`config.mk`:
```
export PLATFORM = sky130hd
export DESIGN_NAME = annexb_nal_unit_splitter
export DESIGN_NICKNAME = d
export VERILOG_FILES = /design/src/rtl/anbs_pkg.sv /design/src/rtl/annexb_nal_unit_splitter.sv
export SDC_FILE = /design/constraint.sdc
export NUM_CORES = 1
export LEC_CHECK = 0
export ABC_AREA = 0
export CORE_MARGIN = 2
export CORE_UTILIZATION = 50
export CTS_BUF_LIST = sky130_fd_sc_hd__clkbuf_16
export CTS_CLUSTER_DIAMETER = 30
export DETAILED_ROUTE_END_ITERATION = 6
export DONT_BUFFER_PORTS = 1
export HOLD_SLACK_MARGIN = 0.15
export PLACE_DENSITY = 0.73
export SLEW_MARGIN = 20
export SYNTH_ARGS = -nofsm -noshare
export SYNTH_HDL_FRONTEND = slang
export SYNTH_SLANG_ARGS = --single-unit
export TNS_END_PERCENT = 1
```
`constraint.sdc`:
```
create_clock -name clk_i -period 24.9 [get_ports clk_i]
set_clock_uncertainty 0.2 [all_clocks]
set_input_delay 4.98 -clock clk_i [delete_from_list [all_inputs] [get_ports clk_i]]
set_output_delay 4.98 -clock clk_i [all_outputs]
set_load 0.1 [all_outputs]
```
`src/rtl/anbs_pkg.sv`:
```
`timescale 1ns / 1ps
`default_nettype none

package anbs_pkg;

  localparam int POS_W = 32;
  localparam int TZ_W = 32;
  localparam int OUT_W = 32;
  localparam int EXT_W = (POS_W + 2 > TZ_W + 1) ? POS_W + 2 : TZ_W + 1;

  localparam logic [7:0] BYTE_ZERO = 8'h00;
  localparam logic [7:0] BYTE_ONE = 8'h01;
  localparam logic [2:0] LEN_SHORT = 3'd3;
  localparam logic [2:0] LEN_LONG = 3'd4;

  typedef logic [POS_W-1:0] pos_t;
  typedef logic [EXT_W-1:0] ext_t;

  typedef struct packed {
    logic [7:0] byte_value;
    logic       final_byte;
  } anbs_in_t;

  typedef struct packed {
    logic [OUT_W-1:0] unit_offset;
    logic [2:0]       prefix_length;
    logic [1:0]       ref_priority;
    logic [4:0]       unit_kind;
    logic [OUT_W-1:0] body_size;
    logic [OUT_W-1:0] whole_size;
  } anbs_out_t;

  // saturate a wide value into an output field
  function automatic logic [OUT_W-1:0] clip_out(input ext_t v);
    logic [63:0] w;
    w = 64'(v);
    if (w > 64'({OUT_W{1'b1}})) begin
      clip_out = {OUT_W{1'b1}};
    end else begin
      clip_out = w[OUT_W-1:0];
    end
  endfunction

endpackage

`default_nettype wire

```
`src/rtl/annexb_nal_unit_splitter.sv`:
```
`timescale 1ns / 1ps
`default_nettype none

// channel | valid      | stall       | payload
// in      | in_valid_i | in_stall_o  | in_req_i  (anbs_in_t)
// out     | out_valid_o| out_stall_i | out_req_o (anbs_out_t)
//
// one byte per cycle while in_stall_o is low; scan state updates in the cycle a byte is taken
// a result shows on the output register in the cycle after its byte is taken
// in_stall_o is high only while a result is held and out_stall_i is high
// reset clears the scan state and the output valid; positions restart
// after every final byte

module annexb_nal_unit_splitter
  import anbs_pkg::*;
(
  input  wire logic      clk_i,
  input  wire logic      rst_ni,
  input  wire logic      in_valid_i,
  output logic           in_stall_o,
  input  wire anbs_in_t  in_req_i,
  output logic           out_valid_o,
  input  wire logic      out_stall_i,
  output anbs_out_t      out_req_o
);

  pos_t            pos_q, pos_d;
  logic [1:0]      zrun_q, zrun_d;
  logic            open_q, open_d;
  pos_t            off_q, off_d;
  logic [2:0]      len_q, len_d;
  ext_t            end_q, end_d;
  logic [7:0]      hdr_q, hdr_d;
  logic [TZ_W-1:0] tz_q, tz_d;
  logic            pend_q, pend_d;
  logic            out_valid_q;
  anbs_out_t       out_q, res_d;

  logic            accept;
  logic [7:0]      b;
  logic            last;
  logic            sc, four, emit_sc, emit_fin, emit;
  pos_t            this_off;
  logic [2:0]      this_len;
  ext_t            size, rem, unit_sc, unit_fin, unit_sel;

  assign in_stall_o = out_valid_q & out_stall_i;
  assign accept = in_valid_i & ~in_stall_o;
  assign b = in_req_i.byte_value;
  assign last = in_req_i.final_byte;
  assign size = ext_t'(pos_q) + ext_t'(1);

  always_comb begin
    hdr_d = pend_q ? b : hdr_q;
    pend_d = 1'b0;
    open_d = open_q;
    off_d = off_q;
    len_d = len_q;
    end_d = end_q;

    // start code detection
    sc = (b == BYTE_ONE) && (zrun_q >= 2'd2) && (pos_q >= pos_t'(2));
    four = (zrun_q == 2'd3) && (pos_q >= pos_t'(3));
    this_off = four ? pos_q - pos_t'(3) : pos_q - pos_t'(2);
    this_len = four ? LEN_LONG : LEN_SHORT;
    unit_sc = ext_t'(this_off) - end_q;
    emit_sc = sc && open_q && (ext_t'(this_off) > end_q);

    if (sc) begin
      open_d = 1'b1;
      off_d = this_off;
      len_d = this_len;
      end_d = size;
      pend_d = 1'b1;
    end

    if (b == BYTE_ZERO) begin
      zrun_d = (zrun_q == 2'd3) ? zrun_q : zrun_q + 2'd1;
      tz_d = (tz_q == {TZ_W{1'b1}}) ? tz_q : tz_q + TZ_W'(1);
    end else begin
      zrun_d = 2'd0;
      tz_d = '0;
    end

    // end of buffer: trim trailing zeros from the open unit
    rem = size - end_q;
    unit_fin = rem - ext_t'(tz_d);
    emit_fin = last && !sc && open_q && (end_q < size) && (rem > ext_t'(tz_d));

    emit = emit_sc || emit_fin;
    unit_sel = emit_sc ? unit_sc : unit_fin;

    res_d.unit_offset = clip_out(ext_t'(off_q));
    res_d.prefix_length = len_q;
    res_d.ref_priority = hdr_d[6:5];
    res_d.unit_kind = hdr_d[4:0];
    res_d.body_size = clip_out(unit_sel - ext_t'(1));
    res_d.whole_size = clip_out(unit_sel + ext_t'(len_q));

    if (last) begin
      pos_d = '0;
      zrun_d = 2'd0;
      open_d = 1'b0;
      off_d = '0;
      len_d = 3'd0;
      end_d = '0;
      hdr_d = 8'd0;
      tz_d = '0;
      pend_d = 1'b0;
    end else if (pos_q != {POS_W{1'b1}}) begin
      pos_d = pos_q + pos_t'(1);
    end else begin
      pos_d = pos_q;
    end
  end

  always_ff @(posedge clk_i or negedge rst_ni) begin
    if (!rst_ni) begin
      pos_q <= '0;
      zrun_q <= 2'd0;
      open_q <= 1'b0;
      off_q <= '0;
      len_q <= 3'd0;
      end_q <= '0;
      hdr_q <= 8'd0;
      tz_q <= '0;
      pend_q <= 1'b0;
      out_valid_q <= 1'b0;
    end else begin
      if (accept) begin
        pos_q <= pos_d;
        zrun_q <= zrun_d;
        open_q <= open_d;
        off_q <= off_d;
        len_q <= len_d;
        end_q <= end_d;
        hdr_q <= hdr_d;
        tz_q <= tz_d;
        pend_q <= pend_d;
      end
      if (accept && emit) begin
        out_valid_q <= 1'b1;
      end else if (!out_stall_i) begin
        out_valid_q <= 1'b0;
      end
    end
  end

  // result payload
  always_ff @(posedge clk_i) begin
    if (accept && emit) begin
      out_q <= res_d;
    end
  end

  assign out_valid_o = out_valid_q;
  assign out_req_o = out_q;

endmodule

`default_nettype wire

```
Yosys cells after proc, flatten, opt, wreduce, memory -nomap -nowiden
Cells that the tools add are included.
{ "op_classes": {"addsub": 11, "mul": 0, "div": 0, "n_lt_le_gt_ge": 8, "n_eq_ne": 6, "shift": 0, "mux": 25, "bitwise_logic": 3, "reduce_logical": 18} }
{ "op_table": {"columns": ["operator", "count"], "rows": [
  ["$mux W32", 8],
  ["$mux W34", 3],
  ["$gt A34 B32 Y1 const B", 2],
  ["$add A32 B1 Y32 const B", 2],
  ["$ge A32 B2 Y1 const B", 2],
  ["$sub A32 B2 Y32 const B", 2],
  ["$add A34 B3 Y34", 1],
  ["$gt A32 B34 Y1", 1],
  ["$gt A34 B32 Y1", 1],
  ["$lt A34 B33 Y1", 1],
  ["$sub A32 B34 Y34", 1],
  ["$sub A33 B34 Y34", 1],
  ["$sub A34 B1 Y34 const B", 1],
  ["$sub A34 B32 Y34", 1],
  ["$add A32 B1 Y33 const B", 1],
  ["$eq A32 B32 Y1 const B", 1],
  ["$ne A32 B32 Y1 const B", 1],
  ["$mux W7", 2],
  ["$logic_and A1 B1 Y1", 10],
  ["$mux W3", 3],
  ["$eq A8 B1 Y1 const B", 1],
  ["$logic_not A8 Y1", 1],
  ["$mux W1", 6],
  ["$mux W2", 3],
  ["11 further kinds", 15]
]} }
{ "totals": {"reg_bits": 251, "latchBits": 0, "ram_bits": 0, "rom_bits": 0, "input_bits": 13, "output_inout_bits": 108, "wordCells": 87, "n_memories": 0} }

Logic depth before layout (Yosys ltp)
Gate-level depths: netlist of run 1.
{ "depth": {"depth_word": 11, "ltp_mapped": 37, "mapped_depth_nobuf": 35} }

Worst setup path after synthesis of run 1
OpenSTA, ideal clock, no wires.
{ "synth_timing": {"path_type": "input port to flip-flop", "startpoint": "in in_req_i[2] in the netlist's numbering", "endpoint": "reg out_q, in the netlist out_req_o[0], enable pin", "setup_ns": 0.570, "t_arrival_ns": 13.148, "t_required_ns": 24.130, "path_slack_ns": 10.982, "path_stages": 17, "n_path_buf": 2, "path_cell_list": "or4_1 -> or4_1 -> nor2_1 -> clkbuf_1 -> nand2_1 -> ha_1 -> clkbuf_1 -> o211ai_1 -> a21oi_1 -> o21ai_0 -> o21ai_0 -> a31oi_1 -> o21ai_0 -> a31o_2 -> a211o_1 -> a21oi_1 -> nor2_1"} }
{ "synth_via": {"elab_chain_cells": 10, "elab_cells_between_ends": 15, "cone_classes": "order compare (1); eq/ne (1); mux (1); reduce/logical (12)"} }
{ "synth_rtl": {"columns": ["element", "line_no", "source"], "rows": [
  ["start, declared", "annexb_nal_unit_splitter.sv:21", "input wire anbs_in_t in_req_i,"],
  ["parallel branches: the longest is 8 deep, another holds $gt A34 B32 Y1", null, null],
  ["$logic_or A1 B1 Y1 *", "annexb_nal_unit_splitter.sv:90", "emit = emit_sc || emit_fin;"],
  ["$logic_and A1 B1 Y1 *", "annexb_nal_unit_splitter.sv:151", "if (accept && emit) begin"],
  ["end signal, assigned", "annexb_nal_unit_splitter.sv:152", "out_q <= res_d;"],
  ["end, declared", "annexb_nal_unit_splitter.sv:37", "anbs_out_t out_q, res_d;"]
]} }
Mark *: on every way between the ends.
A chain may end at the register's enable or synchronous reset.

Worst setup path after layout of run 1
{ "layout_timing": {"startpoint": "in in_req_i[2] in the netlist's numbering", "endpoint": "reg out_q, in the netlist out_req_o[56], data pin"} }
{ "layout_via": {"elab_chain_cells": 8, "elab_cells_between_ends": 11, "cone_classes": "add/sub (2); order compare (1); eq/ne (1); mux (2); reduce/logical (5)"} }
{ "layout_rtl": {"columns": ["element", "line_no", "source"], "rows": [
  ["parallel branches: the longest is 5 deep, another holds $sub A34 B32 Y34", null, null],
  ["$mux W34 *", "annexb_nal_unit_splitter.sv:91", "unit_sel = emit_sc ? unit_sc : unit_fin;"],
  ["$sub A34 B1 Y34 *", "annexb_nal_unit_splitter.sv:97", "res_d.body_size = clip_out(unit_sel - ext_t'(1));"],
  ["$gt A34 B32 Y1", "anbs_pkg.sv:37", "if (w > 64'({OUT_W{1'b1}})) begin"]
]} }
Marks and branches as above.

==> impl_metrics.py, run 1 <==
metrics = {
    "hold_path": {
        "hp-class": "flop to flop",
    },
    "synthesis": {
        "synth_edf_count": 105,
        "synth-simple-area-share": 0.1957,
        "ys_ff_latch": 248,
        "yosysSeqAreaShare": 0.3523,
        "netlist_instances": 2218,
        "synth_top_family_by_area": "compound AO/OA/AOI/OAI gates",
        "synth_adder_area_share": 0.07556,
        "synth.mux.area_fraction": 0.02318,
        "yosys.area.top_type_share": 0.1873,
        "syn_area_per_cell_um2": 8.615,
        "synth_top_area_cell": "dfrtp_1",
        "synth_cell_types": 90,
        "synth_xor_area_frac": 0.09625,
        "synth_most_common_cell": "nand2_1",
        "synth_compound_area_frac": 0.2104,
        "ys_warn_count": 0,
        "syn_area_um2": 19110,
        "synthFlopType": "dfrtp_1",
        "synth_area_leaders": "dfrtp_1 19%, edfxtp_1 17%, ha_1 7.1%",
        "synth_async_sr_flop_share": 0.5766,
        "syn_nets": 2344,
        "synthTopCellsByCount": "313 x nand2_1, 178 x o21ai_0, 143 x dfrtp_1, 133 x nor2_1, 123 x xnor2_1",
    },
    "routing": {
        "drc": 0,
        "wirelength_mm": 56.26,
        "viasPerCell": 6.154,
        "vias": 16850,
        "first_pass_iters": 6,
        "postRouteAntennaNets": 0,
        "routedWlPerCell_um": 20.55,
        "first_iter_violations": 1659,
    },
    "cells_and_area": {
        "area_growth_syn_to_layout_pct": 12.09,
        "nets": 2304,
        "drive_gt1_frac": 0.07319,
        "antennaDiodeCount": 0,
        "stdcell_count": 2738,
        "final_cell_area_um2": 21420,
    },
    "placement": {
        "routabilityCongestion": 0.9534,
        "place_hpwl_mm": 42.41,
        "place_area_um2": 19420,
        "portBuffers": 0,
        "place_inst": 2630,
    },
    "clock_network": {
        "cts-hold-fix-buffers": 0,
        "htree_levels": 2,
        "clk_path_buf_depth": 3,
        "cts_tree": "built",
        "clk_pin_slew_ns": 0.05,
        "cts_buffers": 57,
        "clk_latency_ns": 0.61,
        "cts_resized": 0,
        "cts.sinks": 248,
        "cts_setup_buffers": 0,
        "cts-root-buf": "clkbuf_16",
    },
    "global_route": {
        "grt_pass1_wl_mm": 89.09,
        "grt_max_degree": 144,
        "grt-ovfl-total": 0,
        "grt_pass1_vias": 16320,
        "antenna_found_initial": 1,
        "grt_use_total": 0.2870,
    },
    "timing": {
        "max_slew_margin": 0.2407,
        "tns_ns": 0,
        "setup_viol": 0,
        "finalCritPeriodShare": 0.4444,
        "clock.fmax_mhz": 90.37,
        "finalHoldViolCount": 0,
        "min_period_ns": 11.07,
        "rsz0062_at_grt": "false",
        "final_max_slew_viol_count": 0,
        "worst_slew_pin_slew_ns": 1.125,
    },
    "worst_setup_path": {
        "arrival_ns": 11.19,
        "r2r_setup_slack_ns": 14.40,
        "cp_slowest_stage_delay_ns": 0.71,
        "crit_family": "compound AO/OA/AOI/OAI gates",
        "critPathCaptureType": "flop",
        "path_cells": "or4_1, or4_1, nor2_1, buf_4, nand2_1, ha_1, o211ai_1, a21oi_1, o21ai_0, o21ai_0, a31oi_1, xor2_1, mux2i_1, or3_1, nand4b_2, a2111o_1, a21boi_2, buf_4, o211ai_1",
        "critical_path_class": "input pin to flop",
        "path_buf_inv": 2,
        "cp_max_fo": 32,
        "startpoint_type": "input pin",
        "crit_slowest_cell": "o21ai_0",
        "critPathRequiredTime_ns": 25.02,
    },
    "floorplan": {
        "num_io_pins": 121,
        "initial_core_util": 0.5073,
        "die_area_um2": 39800,
        "die_h_um": 199.5,
        "num_rows": 71,
        "die_x_um": 199.5,
        "core_area_um2": 37670,
    },
    "run": {
        "maxCapViolations": 0,
    },
    "power_and_ir_drop": {
        "irDropWorstVdd_mv": 0.06405,
        "p_leak_nw": 8.858,
        "power.density_cell_area_nw_per_um2": 107.3,
        "power_mw": 2.299,
    },
    "status": {
        "outcome": "complete, no violations",
    },
}
worst paths after layout:
check / startpoint / endpoint / cells after the start
max in group asynchronous: rst_ni / tz_q[12] / 0
worst min register to register: off_q[1] / out_req_o[75] / 0
min in group asynchronous: rst_ni / hdr_q[4] / 0
worst max register to register: pos_q[18] / out_req_o[22] / 27
worst max-delay path: in_req_i[2] / out_req_o[56] / 19
worst min-delay path: off_q[1] / out_req_o[75] / 0
layer usage:
| layer | routed length, µm | up-vias | part of all wire | GRT usage |
|---|---|---|---|---|
| met1 | 24380 | 8150 | 0.43 | 0.3820 |
| met2 | 25690 | 607 | 0.46 | 0.4563 |
| met3 | 3586 | 144 | 0.064 | 0.04371 |
| li1 | - | 7947 | - | - |
| met4 | 2595 | 2 | 0.046 | 0.1407 |
| met5 | 10 | - | 0.00018 | 0 |
placed cells by master (no fill, tap or decap), types with 8 or more instances in the layout:
master,Yosys,final
a211oi_1,25,25
a21o_1,25,25
a21oi_1,122,122
a22o_1,49,49
a31oi_1,16,16
and2_1,18,18
and3_1,21,21
and4_1,8,8
buf_4,7,12
bufinv_16,0,8
clkbuf_16,0,57
clkinv_4,0,11
dfrtp_1,143,143
edfxtp_1,105,105
ha_1,109,109
inv_1,108,116
mux2_2,16,16
mux2i_1,22,22
nand2_1,313,313
nand2b_1,23,23
nand3_1,59,59
nand4_1,37,37
nor2_1,133,132
nor2b_1,22,22
nor3_1,47,47
nor4_1,15,15
o211ai_1,19,19
o21a_1,19,19
o21ai_0,178,178
o21ai_1,30,28
o21bai_1,18,18
o31ai_1,35,35
or3_1,26,26
xnor2_1,123,123
xor2_1,87,87
where the power goes:
part	total [mW]	internal [mW]	switching (mW)	leakage (nW)
clock network	0.762	0.505	0.257	0.976
registers	0.468	0.467	0.00178	2.94
logic	1.07	0.384	0.684	4.94
total	2.30	1.36	0.943	8.86
state kept, by name, indices dropped and copies added (netlist names), 2 cells and up:
register   count
zrun_q         2
off_q         32
end_q         33
pos_q         32
tz_q          32
hdr_q          7
len_q          2
out_req_o    105
kinds of logic after synthesis:
group,count (synthesis)
xor+xnor,210
mux,41
flops,248
buf+inv,220
fa+ha+maj,113
compound gates,618
simple gates,768
worst reg2reg max path: cells and delay by family, from the launching register on:
family / cells / cell delay (ns)
AO/OA/AOI/OAI: 8 / 2.60
XOR/XNOR: 1 / 0.36
adder cells (fa/ha/maj): 3 / 0.81
buffers and inverters: 3 / 0.90
flip-flops: 1 / 0.46
multiplexers: 1 / 0.48
AND/OR/NAND/NOR: 11 / 4.43
layout make-up:
class	count	area, µm²
clock inverters	51	566.8
clock buffers	57	1426
multi-input cells	1750	11530
inverters	108	405.4
flip-flops and latches	248	6731
well taps	511	639.4
repair buffers	13	117.6
fillers	3414	16250
per-stage QoR:
step | hold slack, ns | setup slack, ns | utilization
finish | 0.2463 | 13.83 | 0.5686
global route | 0.2702 | 13.43 | 0.5686
CTS | 0.2460 | 13.99 | 0.5686
detailed placement | 0.2316 | 13.39 | 0.5157
global placement | 0.2325 | 13.58 | 0.5157
floorplan | 0.2248 | 10.98 | -
No activity file was read; power rests on OpenSTA's default activity.
==> run 2: changes to the inputs <==
--- a/config.mk
+++ b/config.mk
@@ -5,7 +5,7 @@
 export SDC_FILE = /design/constraint.sdc
 export NUM_CORES = 1
 export LEC_CHECK = 0
-export ABC_AREA = 0
+export ABC_AREA = 1
 export CORE_MARGIN = 2
 export CORE_UTILIZATION = 50
 export CTS_BUF_LIST = sky130_fd_sc_hd__clkbuf_16
@@ -13,7 +13,7 @@
 export DETAILED_ROUTE_END_ITERATION = 6
 export DONT_BUFFER_PORTS = 1
 export HOLD_SLACK_MARGIN = 0.15
-export PLACE_DENSITY = 0.73
+export PLACE_DENSITY = 0.76
 export SLEW_MARGIN = 20
 export SYNTH_ARGS = -nofsm -noshare
 export SYNTH_HDL_FRONTEND = slang
==> constraint.sdc (replaced) <==
create_clock -name clk_i -period 9.8 [get_ports clk_i]
set_clock_uncertainty 0.2 [all_clocks]
set_input_delay 1.96 -clock clk_i [delete_from_list [all_inputs] [get_ports clk_i]]
set_output_delay 1.96 -clock clk_i [all_outputs]
set_load 0.1 [all_outputs]
==> run 2 against run 1 <==
  * First-iteration DRC count up 37%
  * Final cell count up 37%
  * Critical path type is now flop to flop
  * Highest routed layer is now met4
  * Combinational power rose to 5.6 times the previous value
==> impl_metrics.py, run 2 <==
metrics = {
    "global_route": {
        "grt_util_met3": 0.05492,
        "grt_use_total": 0.3165,
        "grt_pass1_wl_mm": 108.2,
        "busiest_layer": "met2",
        "antenna_found_initial": 0,
        "grt_pass1_vias": 19210,
        "grt_max_degree": 144,
        "met2_usage": 0.4784,
        "grt-ovfl-total": 0,
        "grt_use_met1": 0.4490,
    },
    "routing": {
        "wirelength_mm": 69.52,
        "drc": 0,
        "routedWlPerCell_um": 18.51,
        "vias": 20950,
        "viasPerCell": 5.578,
        "first_pass_iters": 6,
        "postRouteAntennaNets": 0,
        "first_iter_violations": 2265,
    },
    "timing": {
        "finalCritPeriodShare": 0.8798,
        "tns_ns": 0,
        "clock.fmax_mhz": 116.0,
        "rsz0062_at_grt": "false",
        "max_slew_margin": 0.2431,
        "final_max_slew_viol_count": 0,
        "setup_viol": 0,
        "worst_slew_pin_slew_ns": 1.134,
        "finalHoldViolCount": 0,
        "min_period_ns": 8.622,
        "holdWs_ns": 0.2426,
    },
    "clock_network": {
        "cts_buffers": 58,
        "cts_tree": "built",
        "cts_setup_buffers": 0,
        "clk_latency_ns": 0.62,
        "clk_pin_slew_ns": 0.05,
        "clk_path_buf_depth": 3,
        "cts-root-buf": "clkbuf_16",
        "cts_resized": 0,
        "htree_levels": 2,
        "cts.sinks": 248,
        "cts-hold-fix-buffers": 0,
    },
    "floorplan": {
        "num_rows": 75,
        "die_h_um": 209.9,
        "die_x_um": 209.9,
        "num_io_pins": 121,
        "initial_core_util": 0.5063,
        "core_area_um2": 41850,
        "die_area_um2": 44040,
    },
    "synthesis": {
        "synth_top_area_cell": "nand2_1",
        "netlist_instances": 3159,
        "syn_area_um2": 21190,
        "yosysSeqAreaShare": 0.3177,
        "synth_area_leaders": "nand2_1 17%, dfrtp_1 17%, edfxtp_1 15%",
        "synth_async_sr_flop_share": 0.5766,
        "synth_edf_count": 105,
        "synthFlopType": "dfrtp_1",
        "synth_most_common_cell": "nand2_1",
        "syn_area_per_cell_um2": 6.708,
        "yosys.area.top_type_share": 0.1708,
        "synthTopCellsByCount": "964 x nand2_1, 525 x inv_1, 311 x nor2_1, 202 x nand3_1, 143 x dfrtp_1",
        "syn_nets": 3285,
        "ys_ff_latch": 248,
        "ys_warn_count": 0,
        "synth_cell_types": 54,
    },
    "cells_and_area": {
        "largest_reg_flops": 105,
        "layout_common_cells": "963 x nand2_1, 526 x inv_1, 311 x nor2_1",
        "fill_cells": 4104,
        "final_common_cell": "nand2_1",
        "drive_gt1_frac": 0.06217,
        "antennaDiodeCount": 0,
        "nets": 3294,
        "area_growth_syn_to_layout_pct": 11.59,
    },
    "placement": {
        "routabilityCongestion": 1.028,
        "portBuffers": 0,
        "place_hpwl_mm": 55.11,
    },
    "worst_setup_path": {
        "cp_max_fo": 63,
        "crit_slowest_cell": "o21ai_1",
        "critPathRequiredTime_ns": 9.88,
        "startpoint_type": "flop",
        "cp_slowest_stage_delay_ns": 0.70,
        "path_common_cell": "nand2_1",
        "critPathCaptureType": "flop",
        "critical_path_class": "flop to flop",
        "arrival_ns": 8.71,
    },
    "power_and_ir_drop": {
        "p_int_mw": 4.262,
        "power.density_cell_area_nw_per_um2": 388.1,
        "seqPwrFrac": 0.137,
        "clock_power_share": 0.214,
        "net-switching-power_mw": 4.914,
        "combPwrFrac": 0.648,
        "power.share.switching": 0.5355,
        "irDropWorstVdd_mv": 0.2257,
        "p_leak_nw": 11.92,
    },
    "status": {
        "outcome": "complete, no violations",
    },
    "hold_path": {
        "hp-class": "flop to flop",
    },
    "run": {
        "maxCapViolations": 0,
    },
}
run 2: metal layers:
metal,vias up,part of all wire
li1,10160,-
met1,9592,0.44
met2,1036,0.42
met3,166,0.096
met4,0,0.042
met5,-,0
run 2: cell families after synthesis:
family | count (synthesis) | share of synthesized area
AO/OA/AOI/OAI | 358 | 0.09761
XOR/XNOR | 168 | 0.06944
adder cells (fa/ha/maj) | 113 | 0.06814
buffers and inverters | 604 | 0.1143
flip-flops | 248 | 0.3177
AND/OR/NAND/NOR | 1668 | 0.3329
run 2: area by class of cell:
type / instances / area, µm² / area share
clock buffers: 58 / 1451 / 0.06138
flip-flops and latches: 248 / 6731 / 0.2847
well taps: 539 / 674.4 / 0.02852
clock inverters: 51 / 581.8 / 0.02461
multi-input cells: 2307 / 12060 / 0.5101
repair buffers: 10 / 107.6 / 0.004551
inverters: 543 / 2038 / 0.08620
run 2: path summary, 6_finish.rpt:
| check | startpoint | to | slack (ns) | depth (start not counted) |
|---|---|---|---|---|
| min in group asynchronous | rst_ni | zrun_q[0] | 0.86 | 0 |
| max | pos_q[0] | out_req_o[16] | 1.18 | 41 |
| min reg2reg | off_q[20] | out_req_o[94] | 0.24 | 0 |
| max in group asynchronous | rst_ni | pos_q[0] | 8.37 | 0 |
| max reg2reg | pos_q[0] | out_req_o[16] | 1.18 | 41 |
| min | off_q[20] | out_req_o[94] | 0.24 | 0 |
run 2: metrics by stage:
stage            util  total power, mW  setup WS (ns)  std cells  cell area [µm²]
4_1_cts        0.5649            9.054          1.468       3756            23640
2_1_floorplan       -            5.584          1.334       3159            21190
5_1_grt        0.5650            9.910         0.5400       3756            23650
3_5_place_dp   0.5163            7.053          1.551       3647            21610
6_report       0.5650            9.176          1.178       3756            23650
3_3_place_gp   0.5163            7.025          1.888       3647            21610
run 2: worst max-delay path, delay by kind of cell (launching register included):
family / cells / cell delay [ns]
adders and majority gates: 4 / 1.13
AOI/OAI and AO/OA: 3 / 1.13
DFF: 1 / 0.46
and+or+nand+nor: 26 / 3.98
buffers and inverters: 7 / 0.87
xor gates and xnor gates: 1 / 0.49
run 2: power groups by stage:
stage          Combinational, mW  Clock, mW  Sequential [mW]
2_1_floorplan               4.31          0             1.27
6_report                    5.95       1.97             1.26
5_1_grt                     6.61       2.04             1.26
3_5_place_dp                5.78          0             1.28
3_3_place_gp                5.75          0             1.27
4_1_cts                     5.80       1.99             1.26
==> run 3: changes to the inputs <==
--- a/config.mk
+++ b/config.mk
@@ -14,6 +14,7 @@
 export DONT_BUFFER_PORTS = 1
 export HOLD_SLACK_MARGIN = 0.15
 export PLACE_DENSITY = 0.76
+export RECOVER_POWER = 50
 export SLEW_MARGIN = 20
 export SYNTH_ARGS = -nofsm -noshare
 export SYNTH_HDL_FRONTEND = slang
==> run 3 against run 2 <==
  * Design area about the same
  * Largest power group unchanged
  * Maximum frequency up 0.17%
  * Global-route usage unchanged
  * Combinational power about the same
  * Via count down 0.25%
  * Utilization about the same
  * Power about the same
  * Routed wire length about the same
  * Sequential cell count unchanged
  * Critical path depth unchanged
  * Clock power about the same
==> impl_metrics.py, run 3 (synthesized netlist as in run 2, its figures left out) <==
metrics = {
    "status": {
        "outcome": "complete, no violations",
    },
    "global_route": {
        "antenna_found_initial": 0,
        "grt-ovfl-total": 0,
        "grt_max_degree": 144,
        "grt_use_total": 0.3165,
        "grt_pass1_wl_mm": 108.2,
        "grt_pass1_vias": 19210,
    },
    "routing": {
        "postRouteAntennaNets": 0,
        "first_iter_violations": 2255,
        "wirelength_mm": 69.54,
        "drc": 0,
        "viasPerCell": 5.564,
        "vias": 20900,
        "routedWlPerCell_um": 18.51,
        "first_pass_iters": 6,
    },
    "worst_setup_path": {
        "r2r_setup_slack_ns": 1.19,
        "timing.rr.start": "pos_q[0]",
        "worstRegToRegCells": 41,
        "path_common_cell": "nand2_1",
        "startpoint_type": "flop",
        "arrival_ns": 8.69,
        "critPathCaptureType": "flop",
        "endpoint": "out_req_o[16]",
        "cp_slowest_stage_delay_ns": 0.70,
        "crit_path_start": "pos_q[0]",
        "cp_max_fo": 63,
        "critPathRequiredTime_ns": 9.88,
        "critical_path_class": "flop to flop",
        "timing.rr.end": "out_req_o[16]",
        "crit_slowest_cell": "o21ai_1",
    },
    "power_and_ir_drop": {
        "power.density_cell_area_nw_per_um2": 388.1,
        "p_leak_nw": 11.91,
        "p_int_mw": 4.261,
        "net-switching-power_mw": 4.909,
        "seqPwrFrac": 0.137,
        "power.share.switching": 0.5353,
        "irDropWorstVdd_mv": 0.2267,
        "clock_power_share": 0.215,
        "combPwrFrac": 0.648,
    },
    "floorplan": {
        "core_area_um2": 41850,
        "die_area_um2": 44040,
        "num_rows": 75,
        "die_x_um": 209.9,
        "num_io_pins": 121,
        "die_h_um": 209.9,
        "initial_core_util": 0.5063,
    },
    "cells_and_area": {
        "stdcell_count": 3756,
        "nets": 3294,
        "largest_reg_flops": 105,
        "drive_gt1_frac": 0.06093,
        "layout_common_cells": "963 x nand2_1, 526 x inv_1, 311 x nor2_1",
        "antennaDiodeCount": 0,
        "final_common_cell": "nand2_1",
        "area_growth_syn_to_layout_pct": 11.51,
    },
    "placement": {
        "place_inst": 3647,
        "routabilityCongestion": 1.028,
        "place_hpwl_mm": 55.11,
        "portBuffers": 0,
    },
    "hold_path": {
        "min_path_cells": 0,
        "hp-class": "flop to flop",
        "hold_start": "off_q[20]",
    },
    "clock_network": {
        "htree_levels": 2,
        "cts_setup_buffers": 0,
        "cts_tree": "built",
        "clk_latency_ns": 0.62,
        "cts-hold-fix-buffers": 0,
        "clk_pin_slew_ns": 0.05,
        "cts-root-buf": "clkbuf_16",
        "cts.sinks": 248,
        "cts_resized": 0,
        "cts_buffers": 58,
        "clk_path_buf_depth": 3,
    },
    "run": {
        "maxCapViolations": 0,
    },
    "timing": {
        "worst_slew_pin_slew_ns": 1.399,
        "max_slew_margin": 0.06702,
        "finalHoldViolCount": 0,
        "final_max_slew_viol_count": 0,
        "min_period_ns": 8.608,
        "clock.fmax_mhz": 116.2,
        "rsz0062_at_grt": "false",
        "tns_ns": 0,
        "setup_viol": 0,
        "finalCritPeriodShare": 0.8783,
    },
}
-- run 3: routing by layer --
layer,vias up,GRT usage,wire length [µm]
li1,10160,-,-
met1,9524,0.4490,30340
met2,1056,0.4784,29560
met3,161,0.05492,6759
met4,0,0.1294,2879
met5,-,0,0
-- run 3: critical path: cells and delay by family (launching register included) --
family / cells / cell delay [ns]
buf+inv: 7 / 0.86
flops: 1 / 0.46
fa+ha+maj: 4 / 1.13
compound gates: 3 / 1.12
xor+xnor: 1 / 0.48
simple gates: 26 / 3.95
-- run 3: how the worst min path moves through the flow --
stage	endpoint	slack [ns]
2_1_floorplan	out_req_o[100]	0.23
3_3_place_gp	out_req_o[91]	0.23
3_5_place_dp	out_req_o[91]	0.24
4_1_cts	out_req_o[94]	0.24
5_1_grt	out_req_o[94]	0.24
6_report	out_req_o[94]	0.24
-- run 3: area by class of cell --
type	count	area, µm²
clock inverter	51	581.8
sequential	248	6731
fill	4108	18230
multi-input combinational	2307	12050
clock buffer	58	1451
inverter	543	2038
tap	539	674.4
timing repair buffer	10	96.34
-- run 3: stage by stage --
stage                     utilization  power (mW)  setup WS [ns]  area (µm²)  hold WS (ns)
after floorplan                     -       5.584          1.334       21190        0.2253
after global placement         0.5163       7.025          1.888       21610        0.2258
after detailed placement       0.5163       7.053          1.551       21610        0.2360
after CTS                      0.5649       9.054          1.468       23640        0.2430
after global routing           0.5645       9.910         0.5400       23630        0.2446
final                          0.5645       9.171          1.192       23630        0.2425
-- run 3: power by group through the flow --
stage	Combinational [mW]	Clock (mW)	Sequential, mW
after floorplan	4.31	0	1.27
after global placement	5.75	0	1.27
after detailed placement	5.78	0	1.28
after CTS	5.80	1.99	1.26
after global routing	6.61	2.04	1.26
final	5.94	1.97	1.26
